--- src/rtl/core/hntm_pkg.sv ---
// ----------------------------------------------------------------------------
// hntm_pkg: shared types and tables for the header name token matcher
// Holds the known-name list, static-table entry info and channel word types.
// ----------------------------------------------------------------------------
package hntm_pkg;

   localparam int NUM_TOKENS   = 60;
   localparam int MAX_NAME_LEN = 32;
   localparam int NAME_CHARS   = 32;
   localparam int CHAR_IDX_W   = $clog2(NAME_CHARS);
   localparam int POS_W        = 6;
   localparam int TOKEN_W      = 6;
   localparam int INDEX_W      = 7;

   localparam logic [POS_W-1:0] POS_MAX = '1;

   typedef struct packed {
      logic [7:0] name_byte;
      logic       last;
   } req_word_type;

   typedef struct packed {
      logic [TOKEN_W-1:0] token_code;
      logic               found;
      logic [INDEX_W-1:0] static_index;
      logic               in_static;
   } rsp_word_type;

   // Names are right-justified: the first character sits in the highest used byte.
   localparam logic [NAME_CHARS*8-1:0] NAME_TEXT [NUM_TOKENS] = '{
      "te", "age", "date", "etag", "link", "host", "vary", "range", ":path",
      "cookie", "origin", "server", "accept", "alt-svc", ":method", ":scheme",
      "purpose", "upgrade", "referer", ":status", "if-range", "location",
      "forwarded", ":protocol", "expect-ct", "early-data", "keep-alive",
      "set-cookie", "connection", "user-agent", ":authority", "content-type",
      "last-modified", "if-none-match", "cache-control", "authorization",
      "accept-ranges", "content-length", "accept-language", "accept-encoding",
      "x-forwarded-for", "x-frame-options", "content-encoding",
      "proxy-connection", "x-xss-protection", "if-modified-since",
      "transfer-encoding", "content-disposition", "timing-allow-origin",
      "x-content-type-options", "content-security-policy",
      "upgrade-insecure-requests", "strict-transport-security",
      "access-control-allow-origin", "access-control-allow-headers",
      "access-control-allow-methods", "access-control-request-method",
      "access-control-expose-headers", "access-control-request-headers",
      "access-control-allow-credentials"
   };

   // Bit 7: a static entry exists; bits 6:0: first entry index.
   localparam logic [7:0] ENTRY_INFO [NUM_TOKENS] = '{
      8'd0,        8'h80 | 8'd2,  8'h80 | 8'd6,  8'h80 | 8'd7,  8'h80 | 8'd11,
      8'd0,        8'h80 | 8'd59, 8'h80 | 8'd55, 8'h80 | 8'd1,  8'h80 | 8'd5,
      8'h80 | 8'd90, 8'h80 | 8'd92, 8'h80 | 8'd29, 8'h80 | 8'd83, 8'h80 | 8'd15,
      8'h80 | 8'd22, 8'h80 | 8'd91, 8'd0,        8'h80 | 8'd13, 8'h80 | 8'd24,
      8'h80 | 8'd89, 8'h80 | 8'd12, 8'h80 | 8'd88, 8'd0,        8'h80 | 8'd87,
      8'h80 | 8'd86, 8'd0,        8'h80 | 8'd14, 8'd0,        8'h80 | 8'd95,
      8'h80 | 8'd0,  8'h80 | 8'd44, 8'h80 | 8'd10, 8'h80 | 8'd9,  8'h80 | 8'd36,
      8'h80 | 8'd84, 8'h80 | 8'd32, 8'h80 | 8'd4,  8'h80 | 8'd72, 8'h80 | 8'd31,
      8'h80 | 8'd96, 8'h80 | 8'd97, 8'h80 | 8'd42, 8'd0,        8'h80 | 8'd62,
      8'h80 | 8'd8,  8'd0,        8'h80 | 8'd3,  8'h80 | 8'd93, 8'h80 | 8'd61,
      8'h80 | 8'd85, 8'h80 | 8'd94, 8'h80 | 8'd56, 8'h80 | 8'd35, 8'h80 | 8'd33,
      8'h80 | 8'd76, 8'h80 | 8'd81, 8'h80 | 8'd79, 8'h80 | 8'd80, 8'h80 | 8'd73
   };

   // Length of a known name: count of nonzero bytes from the low end.
   function automatic int known_length(input int k);
      int n;
      n = 0;
      for (int i = 0; i < NAME_CHARS; i++) begin
         if (NAME_TEXT[k][i*8 +: 8] != 8'd0) begin
            n = i + 1;
         end
      end
      return n;
   endfunction

endpackage

--- src/rtl/core/hntm_if.sv ---
// ----------------------------------------------------------------------------
// hntm_if: valid/ready channel
// Carries one word per handshake; payload type set per instance.
// ----------------------------------------------------------------------------
interface hntm_if import hntm_pkg::*; #(
   parameter type payload_type = req_word_type
);
   logic        valid;
   logic        ready;
   payload_type payload;

   modport source (output valid, output payload, input ready);
   modport sink   (input valid, input payload, output ready);
endinterface

--- src/rtl/core/hntm_match.sv ---
// ----------------------------------------------------------------------------
// hntm_match: candidate mask and name compare
// Keeps byte position and candidate mask; compares one byte against all names.
// ----------------------------------------------------------------------------
module hntm_match import hntm_pkg::*; (
   input  logic         clock,
   input  logic         reset,
   input  logic         step,
   input  logic [7:0]   name_byte,
   input  logic         last,
   output rsp_word_type result
);

   logic [POS_W-1:0]      pos_ff, pos_in;
   logic [NUM_TOKENS-1:0] mask_ff, mask_in;
   logic [NUM_TOKENS-1:0] keep;
   logic [NUM_TOKENS-1:0] hit;

   for (genvar k = 0; k < NUM_TOKENS; k++) begin : g_name
      localparam int LEN = known_length(k);
      logic [7:0] chr [NAME_CHARS];

      for (genvar p = 0; p < NAME_CHARS; p++) begin : g_chr
         if (p < LEN) begin : g_used
            assign chr[p] = NAME_TEXT[k][(LEN-1-p)*8 +: 8];
         end else begin : g_pad
            assign chr[p] = 8'd0;
         end
      end

      assign keep[k] = mask_ff[k]
                     && (pos_ff < POS_W'(LEN))
                     && (pos_ff < POS_W'(MAX_NAME_LEN))
                     && (chr[pos_ff[CHAR_IDX_W-1:0]] == name_byte);
      assign hit[k]  = keep[k] && (pos_ff == POS_W'(LEN - 1));
   end

   // Names are distinct, so at most one hit: OR the contributions together.
   always_comb begin
      result = '0;
      for (int k = 0; k < NUM_TOKENS; k++) begin
         if (hit[k]) begin
            result.token_code   = result.token_code | TOKEN_W'(k + 1);
            result.found        = 1'b1;
            result.static_index = result.static_index | ENTRY_INFO[k][INDEX_W-1:0];
            result.in_static    = result.in_static | ENTRY_INFO[k][7];
         end
      end
   end

   always_comb begin
      pos_in  = pos_ff;
      mask_in = mask_ff;
      if (step) begin
         if (last) begin
            pos_in  = '0;
            mask_in = '1;
         end else begin
            pos_in  = (pos_ff == POS_MAX) ? POS_MAX : pos_ff + POS_W'(1);
            mask_in = keep;
         end
      end
   end

   always_ff @(posedge clock) begin
      if (reset) begin
         pos_ff  <= '0;
         mask_ff <= '1;
      end else begin
         pos_ff  <= pos_in;
         mask_ff <= mask_in;
      end
   end

endmodule

--- src/rtl/core/header_name_token_matcher_top.sv ---
// ----------------------------------------------------------------------------
// header_name_token_matcher_top: header field name to token lookup
// Matches a byte-serial header name against the known-name list.
// ----------------------------------------------------------------------------
// A final byte passes from the input register via the compare to the result register.
// One name byte per cycle is taken, except while a final byte waits on the result slot.
// The input register and the result register part the two sides, so a byte is
//   taken while a result waits; a final byte stalls only when the result slot is full.
// Reset (synchronous, active high) empties both registers, clears the byte
//   position and sets every candidate bit.
module header_name_token_matcher_top import hntm_pkg::*; (
   input logic   clock,
   input logic   reset,
   hntm_if.sink   req_if,
   hntm_if.source rsp_if
);

   // Input register: holds one byte word ahead of the compare logic.
   logic         in_valid_ff, in_valid_in;
   logic [7:0]   in_byte_ff,  in_byte_in;
   logic         in_last_ff,  in_last_in;

   // Result register.
   logic         out_valid_ff, out_valid_in;
   rsp_word_type out_word_ff,  out_word_in;

   logic         out_free;
   logic         s1_go;
   logic         req_take;
   rsp_word_type match_word;

   // A non-final byte never makes a result, so it always advances; a final byte
   // advances only when the result slot is empty or draining this cycle.
   assign out_free = !out_valid_ff || rsp_if.ready;
   assign s1_go    = in_valid_ff && (!in_last_ff || out_free);

   assign req_if.ready = !in_valid_ff || s1_go;
   assign req_take     = req_if.valid && req_if.ready;

   hntm_match u_match (
      .clock     (clock),
      .reset     (reset),
      .step      (s1_go),
      .name_byte (in_byte_ff),
      .last      (in_last_ff),
      .result    (match_word)
   );

   always_comb begin
      in_valid_in = in_valid_ff;
      in_byte_in  = in_byte_ff;
      in_last_in  = in_last_ff;
      if (req_take) begin
         in_valid_in = 1'b1;
         in_byte_in  = req_if.payload.name_byte;
         in_last_in  = req_if.payload.last;
      end else if (s1_go) begin
         in_valid_in = 1'b0;
      end
   end

   // Load the result on a final byte; drop it once taken.
   always_comb begin
      out_valid_in = out_valid_ff;
      out_word_in  = out_word_ff;
      if (s1_go && in_last_ff) begin
         out_valid_in = 1'b1;
         out_word_in  = match_word;
      end else if (rsp_if.ready) begin
         out_valid_in = 1'b0;
      end
   end

   always_ff @(posedge clock) begin
      if (reset) begin
         in_valid_ff  <= 1'b0;
         out_valid_ff <= 1'b0;
      end else begin
         in_valid_ff  <= in_valid_in;
         out_valid_ff <= out_valid_in;
      end
   end

   always_ff @(posedge clock) begin
      in_byte_ff  <= in_byte_in;
      in_last_ff  <= in_last_in;
      out_word_ff <= out_word_in;
   end

   assign rsp_if.valid   = out_valid_ff;
   assign rsp_if.payload = out_word_ff;

   // A full, stalled result slot with a final byte waiting must stall the input.
   a_stall_backs_up: assert property (@(posedge clock) disable iff (reset)
      (out_valid_ff && !rsp_if.ready && in_valid_ff && in_last_ff) |-> !req_if.ready)
      else $error("final byte advanced into a full result slot");

   // An unknown name reports all fields zero.
   a_unknown_zero: assert property (@(posedge clock) disable iff (reset)
      (out_valid_ff && !out_word_ff.found) |->
         (out_word_ff.token_code == '0 && !out_word_ff.in_static
          && out_word_ff.static_index == '0))
      else $error("unknown name with nonzero result fields");

   // A known name carries a token code in range.
   a_token_range: assert property (@(posedge clock) disable iff (reset)
      (out_valid_ff && out_word_ff.found) |->
         (out_word_ff.token_code != '0 && out_word_ff.token_code <= TOKEN_W'(NUM_TOKENS)))
      else $error("token code out of range");

   // A static entry only exists for a known name.
   a_static_needs_found: assert property (@(posedge clock) disable iff (reset)
      (out_valid_ff && out_word_ff.in_static) |-> out_word_ff.found)
      else $error("static entry reported without a match");

   // Every final byte that advances produces a result word next cycle.
   a_final_gives_word: assert property (@(posedge clock) disable iff (reset)
      (s1_go && in_last_ff) |=> out_valid_ff)
      else $error("final byte produced no result");

endmodule
--- src/flat_wrapper.sv ---
// flat-port wrapper written by rule: the top's interface ports become plain ports
module header_name_token_matcher_top_flat import hntm_pkg::*;
  (clock, reset, req_if_valid, req_if_payload, req_if_ready, rsp_if_valid, rsp_if_payload, rsp_if_ready);
  hntm_if req_if_i ();
  hntm_if rsp_if_i ();
  input logic clock;
  input logic reset;
  input wire logic [$bits(req_if_i.valid)-1:0] req_if_valid;
  input wire logic [$bits(req_if_i.payload)-1:0] req_if_payload;
  output wire logic [$bits(req_if_i.ready)-1:0] req_if_ready;
  output wire logic [$bits(rsp_if_i.valid)-1:0] rsp_if_valid;
  output wire logic [$bits(rsp_if_i.payload)-1:0] rsp_if_payload;
  input wire logic [$bits(rsp_if_i.ready)-1:0] rsp_if_ready;
  assign req_if_i.valid = req_if_valid;
  assign req_if_i.payload = req_if_payload;
  assign req_if_ready = req_if_i.ready;
  assign rsp_if_valid = rsp_if_i.valid;
  assign rsp_if_payload = rsp_if_i.payload;
  assign rsp_if_i.ready = rsp_if_ready;
  header_name_token_matcher_top u_core (.clock(clock), .reset(reset), .req_if(req_if_i), .rsp_if(rsp_if_i));
endmodule
--- config.mk ---
export PLATFORM = sky130hd
export DESIGN_NAME = header_name_token_matcher_top_flat
export DESIGN_NICKNAME = d
export VERILOG_FILES = /design/src/rtl/core/hntm_pkg.sv /design/src/rtl/core/hntm_if.sv /design/src/rtl/core/hntm_match.sv /design/src/rtl/core/header_name_token_matcher_top.sv /design/src/flat_wrapper.sv
export SDC_FILE = /design/constraint.sdc
export NUM_CORES = 1
export LEC_CHECK = 0
export BUFFER_PORTS_ARGS = -buffer_cell sky130_fd_sc_hd__buf_2
export CAP_MARGIN = 15
export CELL_PAD_IN_SITES_DETAIL_PLACEMENT = 1
export CELL_PAD_IN_SITES_GLOBAL_PLACEMENT = 2
export CORE_MARGIN = 5
export CORE_UTILIZATION = 28
export DETAILED_ROUTE_END_ITERATION = 12
export HOLD_SLACK_MARGIN = 0.12
export PLACE_DENSITY_LB_ADDON = 0.1
export SYNTH_ARGS = -nofsm -noshare
export SYNTH_HDL_FRONTEND = slang
export SYNTH_SLANG_ARGS = --single-unit
--- constraint.sdc ---
create_clock -name clock -period 3.68 [get_ports clock]
set_input_delay 0.368 -clock clock [delete_from_list [all_inputs] [get_ports clock]]
set_output_delay 0.368 -clock clock [all_outputs]
set_load 0.02 [all_outputs]
Yosys cells after proc, flatten, opt, wreduce, memory -nomap -nowiden
Memory sizes are Yosys's and may differ from the RTL's.
Cells that the tools add are included.
{"block": "totals", "regBits": 86, "n_memories": 60, "mem_bits_ro": 15360, "elab_cells": 627, "in_bits": 13, "output_inout_bits": 11}
{"memory": "(name not given)", "depth": 32, "word_bits": 8, "read_ports": 1, "rd_clocked_by_memory_dff": 0, "wr": 0, "line_no": "hntm_match.sv:34", "rtl": "&& (chr[pos_ff[CHAR_IDX_W-1:0]] == name_byte);"}
{"memory": "(name not given)", "depth": 32, "word_bits": 8, "read_ports": 1, "rd_clocked_by_memory_dff": 0, "wr": 0, "line_no": "hntm_match.sv:34"}
{"memory": "(name not given)", "depth": 32, "word_bits": 8, "read_ports": 1, "rd_clocked_by_memory_dff": 0, "wr": 0, "line_no": "hntm_match.sv:34"}
{"memory": "(name not given)", "depth": 32, "word_bits": 8, "read_ports": 1, "rd_clocked_by_memory_dff": 0, "wr": 0, "line_no": "hntm_match.sv:34"}
{"memory": "(name not given)", "depth": 32, "word_bits": 8, "read_ports": 1, "rd_clocked_by_memory_dff": 0, "wr": 0, "line_no": "hntm_match.sv:34"}
{"memory": "(name not given)", "depth": 32, "word_bits": 8, "read_ports": 1, "rd_clocked_by_memory_dff": 0, "wr": 0, "line_no": "hntm_match.sv:34"}
{"memory": "+54 memories"}
{"block": "op_classes", "add_sub_neg": 1, "mux": 190, "reduce_logical": 254, "bitwise": 1, "order_cmp": 25, "eq_ne": 85}
{"operator": "8-bit 2-to-1 mux", "n": 120}
{"operator": "8-bit equality test", "n": 60}
{"operator": "15-bit 2-to-1 mux", "n": 28}
{"operator": "1-bit logical AND", "n": 243}
{"operator": "14-bit 2-to-1 mux", "n": 16}
{"operator": "60-bit 2-to-1 mux", "n": 2}
{"operator": "13-bit 2-to-1 mux", "n": 8}
{"operator": "6-bit by 5-bit equality test with 1-bit output, second input constant", "n": 10}
{"operator": "6-bit by 5-bit < comparator with 1-bit output, second input constant", "n": 10}
{"operator": "59-bit OR reduction", "n": 1}
{"operator": "12-bit 2-to-1 mux", "n": 4}
{"operator": "6-bit by 4-bit equality test with 1-bit output, second input constant", "n": 7}
{"operator": "6-bit by 4-bit < comparator with 1-bit output, second input constant", "n": 7}
{"operator": "6-bit by 3-bit equality test with 1-bit output, second input constant", "n": 4}
{"operator": "6-bit by 3-bit < comparator with 1-bit output, second input constant", "n": 4}
{"operator": "11-bit 2-to-1 mux", "n": 2}
{"operator": "6-bit 2-to-1 mux", "n": 3}
{"operator": "13-bit OR reduction", "n": 1}
{"operator": "6-bit by 2-bit equality test with 1-bit output, second input constant", "n": 2}
{"operator": "6-bit by 2-bit < comparator with 1-bit output, second input constant", "n": 2}
{"operator": "10-bit 2-to-1 mux", "n": 1}
{"operator": "6-bit by 1-bit adder with 6-bit output, second input constant", "n": 1}
{"operator": "6-bit by 1-bit equality test with 1-bit output, second input constant", "n": 1}
{"operator": "6-bit equality test, second input constant", "n": 1}
{"operator": "8 further kinds", "n": 18}

Depth between registers and ports, before layout
{"block": "logic_depth", "ltp_word": 66, "mapped_depth": 19, "mapped_depth_nobuf": 11}

By module
A second synthesis with hierarchy kept.
{"block": "unflattened", "hier_cells": 2384, "area_unflattened_um2": 16320.7}
{"module": "hntm_match", "seq_area_each_um2": 1321.3, "instances": 1, "area_each_um2": 15676.3, "cells_each": 2354}
{"module": "header_name_token_matcher_top", "seq_area_each_um2": 580.6, "instances": 1, "area_each_um2": 644.4, "cells_each": 30}

Least setup slack after synthesis
OpenSTA, ideal clock, no wires.
{"block": "synth_path", "path_type": "reg2reg", "startpoint": "reg u_core.u_match.pos_ff[0]", "endpoint": "reg u_core.out_word_ff, in the netlist u_core.rsp_if.payload[8] (data pin)", "period_less_slack_ns": 3.958, "setup_ns": 0.281, "stages_incl_launch_ff": 19, "required_ns": 3.399, "path_slack_ns": -0.278, "t_arrival_ns": 3.676, "path_cell_list": "dfxtp_1 buf_2 buf_2 buf_2 inv_1 ha_1 buf_2 buf_2 buf_2 buf_2 mux2i_1 o211a_1 or3_1 nand4b_1 nor4_1 a2111oi_0 nand4_1 nor4_2 o2111ai_1"}
{"block": "synth_via", "elab_chain_cells": 8, "elab_cells_between_ends": 531, "cone_classes": "order compare: 24; eq/ne: 84; mux: 121; bitwise: 1; reduce/logical: 241; memory: 60"}
{"item": "start, declared", "line_no": "hntm_match.sv:14", "rtl": "logic [POS_W-1:0] pos_ff, pos_in;"}
{"item": "start signal, assigned", "line_no": "hntm_match.sv:70", "rtl": "pos_ff <= pos_in;"}
{"item": "5-bit NOT with 6-bit output (implied by the code)", "line_no": "hntm_match.sv:34"}
{"item": "memory read 32 x 8 bit"}
{"item": "8-bit 2-to-1 mux (implied by the code) (2 in a row)", "line_no": "hntm_match.sv:34"}
{"item": "8-bit equality test", "line_no": "hntm_match.sv:34"}
{"item": "1-bit logical AND", "line_no": "hntm_match.sv:34"}
{"item": "1-bit logical AND", "line_no": "hntm_match.sv:35", "rtl": "assign hit[k] = keep[k] && (pos_ff == POS_W'(LEN - 1));"}
{"item": "59-bit OR reduction (no line) or 10-bit 2-to-1 mux (tied branches)"}
{"item": "end signal, assigned", "line_no": "header_name_token_matcher_top.sv:87", "rtl": "out_word_ff <= out_word_in;"}
{"item": "end, declared", "line_no": "header_name_token_matcher_top.sv:25", "rtl": "rsp_word_type out_word_ff, out_word_in;"}
Parallel ways exist; a longest one is shown, timed or not. The select of a mux whose other input is x is not followed.
A chain may end at the register's enable or synchronous reset.

Worst setup path in the final report
{"block": "layout_path", "startpoint": "reg u_core.u_match.pos_ff[0]", "endpoint": "reg u_core.out_word_ff, in the netlist u_core.rsp_if.payload[0] (data pin)"}
{"block": "layout_via", "elab_chain_cells": 53, "elab_cells_between_ends": 510, "cone_classes": "order compare: 23; eq/ne: 75; mux: 150; bitwise: 1; reduce/logical: 209; memory: 52"}
{"item": "5-bit NOT with 6-bit output (implied by the code)", "line_no": "hntm_match.sv:34"}
{"item": "memory read 32 x 8 bit"}
{"item": "8-bit 2-to-1 mux (implied by the code) (2 in a row)", "line_no": "hntm_match.sv:34"}
{"item": "8-bit equality test", "line_no": "hntm_match.sv:34"}
{"item": "1-bit logical AND", "line_no": "hntm_match.sv:34"}
{"item": "1-bit logical AND", "line_no": "hntm_match.sv:35"}
{"item": "11-bit 2-to-1 mux (2 in a row)", "line_no": "hntm_match.sv:42", "rtl": "if (hit[k]) begin"}
{"item": "12-bit 2-to-1 mux (4 in a row)", "line_no": "hntm_match.sv:42"}
{"item": "13-bit 2-to-1 mux (8 in a row)", "line_no": "hntm_match.sv:42"}
{"item": "14-bit 2-to-1 mux (16 in a row)", "line_no": "hntm_match.sv:42"}
{"item": "15-bit 2-to-1 mux (16 in a row)", "line_no": "hntm_match.sv:42"}
Parallel ways exist; a longest one is shown, timed or not. The select of a mux whose other input is x is not followed.

==> impl_results.md <==
* Cell variety after synth at 109
* DRC viols at 0
* Post-synth ARST share at 0%
* Layout cells sized above 1 at 35.5%
* Reg2reg end: u_core.rsp_if.payload[0]
* Final Setup Violations at 6
* Syn avg cell area at 6.90 sq um
* Synthesized flop and latch total at 86
* Die span in y at 242 um
* Worst-path clk slew at 120 ps
* Post-route antenna net violation count at 0
* CTS Buf Count at 9
* Worst Max-Slew Pin Slew at 913 ps
* Synth top area cells: xnor2_1 9.7%, dfxtp_1 9.0%, o21ai_0 5.5%, a21oi_1 4.7%, nand2_1 4.6%
* WP data arrival at 4040 ps
* Nets at 2683
* Setup Skew at 34.0 ps
* CTS H-tree depth at 3
* Synth top area share at 9.71%
* YS warnings at 0
* Utilization after layout at 40.9%
* Sequential area share after synthesis at 12.6%
* Hold Path Class: in2reg
* Reg2Reg Launch Point: u_core.u_match.pos_ff[0]
* Mapped Nets at 2206
* Kind of critical path: reg2reg
* Max incr delay on CP at 550 ps
* CP bufs+invs at 5
* Initial antenna violation count at 8
* Tot GR Track Use at 42.5%
* Drt pass-1 iters at 7
* Largest net degree at the start of global routing at 49
* Initial Util at 28.1%
* Die area at 58600 sq um
* CP Capture Type: register
* Max clock buf depth at 2
* Slew margin rel. at 39.1%
* Violated checks: negative setup slack
* Crit-path cells: clkinvlp_4 -> ha_4 -> buf_12 -> buf_4 -> nor2_1 -> nor2_1 -> mux2i_1 -> a221o_1 -> nor4_1 -> buf_4 -> or4_4 -> a2111oi_4 -> buf_4 -> nand2_2
* Pwr dens at 167 nW/um^2
* Crit path max fanout at 17
* LEAKAGE at 8.58 nW
* Final wirelength at 131 mm
* Hpwl dp at 102 mm
* I/O Buffers at 23
* Max Fclk at 0.258 GHz
* Startpoint types: register
* Vias at 22509
* Hold wc startpoint: req_if_payload[0]
* Max-Cap Viols at 0
* I/O Pins at 24
* Family with the most delay on the worst path: simple AND/OR/NAND/NOR gates
* Final std cells w/o fill at 3365
* Max Slew Vio Count at 0
* CP most frequent cell: buf_4
* Count of final hold-check violations at 0
* Clock Tree Root: clkbuf_16
* Mapped Cells at 2183
* Global route overflow at 0
* Ys flop type: dfxtp_1
* Critical Path Slowest Stage Cell: or4_4
* WL/cell at 38.9 um
* Area Overhead vs Synth at 45.3%
* Fin crit period at 3870 ps
* Total Power at 3.66 mW
* Vias in the first global route at 22373
* Via/cell ratio at 6.69
* WP depth at 14
* Core area at 53600 sq um
* CTS Sinks at 86
* Post-Syn Area at 15100 sq um
* Worst IR drop on VDD at 0.284 mV
* RSZ-0062 raised after global routing: true
* Routability cong. at 1.06
* Global-route wire length before repair at 179 mm
* Critical Path RT at 3850 ps
* Worst R2R Setup Slack at -190 ps
* Status: complete, but fails checks
* Final worst path period share at 105%
* Post-synth top area cell: xnor2_1
* Setup WS post-layout at -195 ps
* Die X at 242 um
* Hold EP: u_core.in_last_ff
* Initial DRC count at 3205
* CTS tree: yes
* Hold Path Stages at 1
* Post-synth EDFFs at 18
* R2R cell count at 14
* Row Count at 85
* Placed Cells at 3312
* Clock Latency Late Sink at 430 ps
==> sequential cells by signal (all words and copies together) (netlist names) <==
register	count
u_core.u_match.pos_ff	6
u_core.u_match.mask_ff	60
u_core.rsp_if.valid	1
u_core.in_byte_ff	8
u_core.in_last_ff	1
u_core.rsp_if.payload	9
u_core.in_valid_ff	1
==> worst max-delay path by stage <==
stage | from | endpoint | slack [ps]
6_report | u_core.u_match.pos_ff[0] | u_core.rsp_if.payload[0] | -190
5_1_grt | u_core.u_match.pos_ff[0] | u_core.rsp_if.payload[5] | -230
4_1_cts | u_core.u_match.pos_ff[1] | u_core.rsp_if.payload[0] | -80
3_5_place_dp | u_core.u_match.pos_ff[1] | u_core.rsp_if.payload[0] | -550
3_3_place_gp | u_core.u_match.pos_ff[1] | u_core.rsp_if.payload[0] | -650
2_1_floorplan | u_core.u_match.pos_ff[1] | u_core.rsp_if.payload[8] | 2
==> where the power goes <==
part,switching [mW],total (mW),internal [mW]
clock,0.628,1.11,0.486
combinational,0.915,1.49,0.571
sequential,0.0493,1.06,1.01
==> cells in the mapped netlist (29+ instances only) <==
cell and instances:
buf_6 29, nand2b_1 40, and3_1 31, nand3_1 108
nand2_1 186, nor2b_1 50, dfxtp_1 68, a31oi_1 50
nand4_1 39, nor3_1 77, buf_2 104, o21ai_0 165
clkbuf_1 78, xnor2_1 167, mux2i_1 31, nor2_1 143
a21oi_1 141, nor4_1 50
==> cell families (layout without fill, tap and decap cells) <==
family,count (synthesis),in the layout,synth area share [%]
flip-flops,86,86,12.6
AND/OR/NAND/NOR,930,930,34.0
other,0,4,0
adder cells (fa/ha/maj),10,10,0.830
XOR/XNOR,176,176,10.3
multiplexers,40,40,2.81
buffers and inverters,278,760,9.91
AO/OA/AOI/OAI,663,663,29.5
==> per-layer routing <==
| metal | vias to the layer above | track usage, % | wire (um) |
|---|---|---|---|
| met2 | 1645 | 62.5 | 53300 |
| li1 | 9139 | - | - |
| met4 | 6 | 28.2 | 11700 |
| met3 | 499 | 11.5 | 14500 |
| met5 | - | 0.490 | 39 |
| met1 | 11220 | 54.4 | 51500 |
==> layout make-up <==
type | count | area [sq um]
clock inverters | 7 | 78.8
well taps | 696 | 871
multi-input cells | 1819 | 12600
clock buffers | 9 | 225
fillers | 6610 | 31700
diodes | 4 | 10.0
repair buffers | 722 | 6150
flip-flops and latches | 86 | 1920
inverters | 22 | 93.8
==> metrics by stage <==
stage                     area, sq um  TNS [ps]  hold WS, ps  setup WS, ps
after global placement          20400     -3720          440          -652
after global routing            21900     -1130          132          -226
after CTS                       21300      -356          122         -81.1
after floorplan                 15100         0          422          2.03
final                           21900      -972          138          -195
after detailed placement        20400     -3290          446          -553
==> layout by cell type (no fill, tap or decap), types with 46 or more instances in the layout <==
cell,count
a21oi_1,133
nand3_1,104
nand2_1,182
buf_12,57
nor2_1,134
a31oi_1,46
o21ai_0,144
nor3_1,72
buf_4,624
dfxtp_1,63
xnor2_1,158
==> timing repair <==
action,CTS,global route
gates resized for setup,107,97
pin swaps,18,37
hold endpoints to repair,4,0
setup endpoints to repair,9,9
hold buffers,4,0
setup buffers,13,18
No activity file was read; power rests on OpenSTA's default activity.
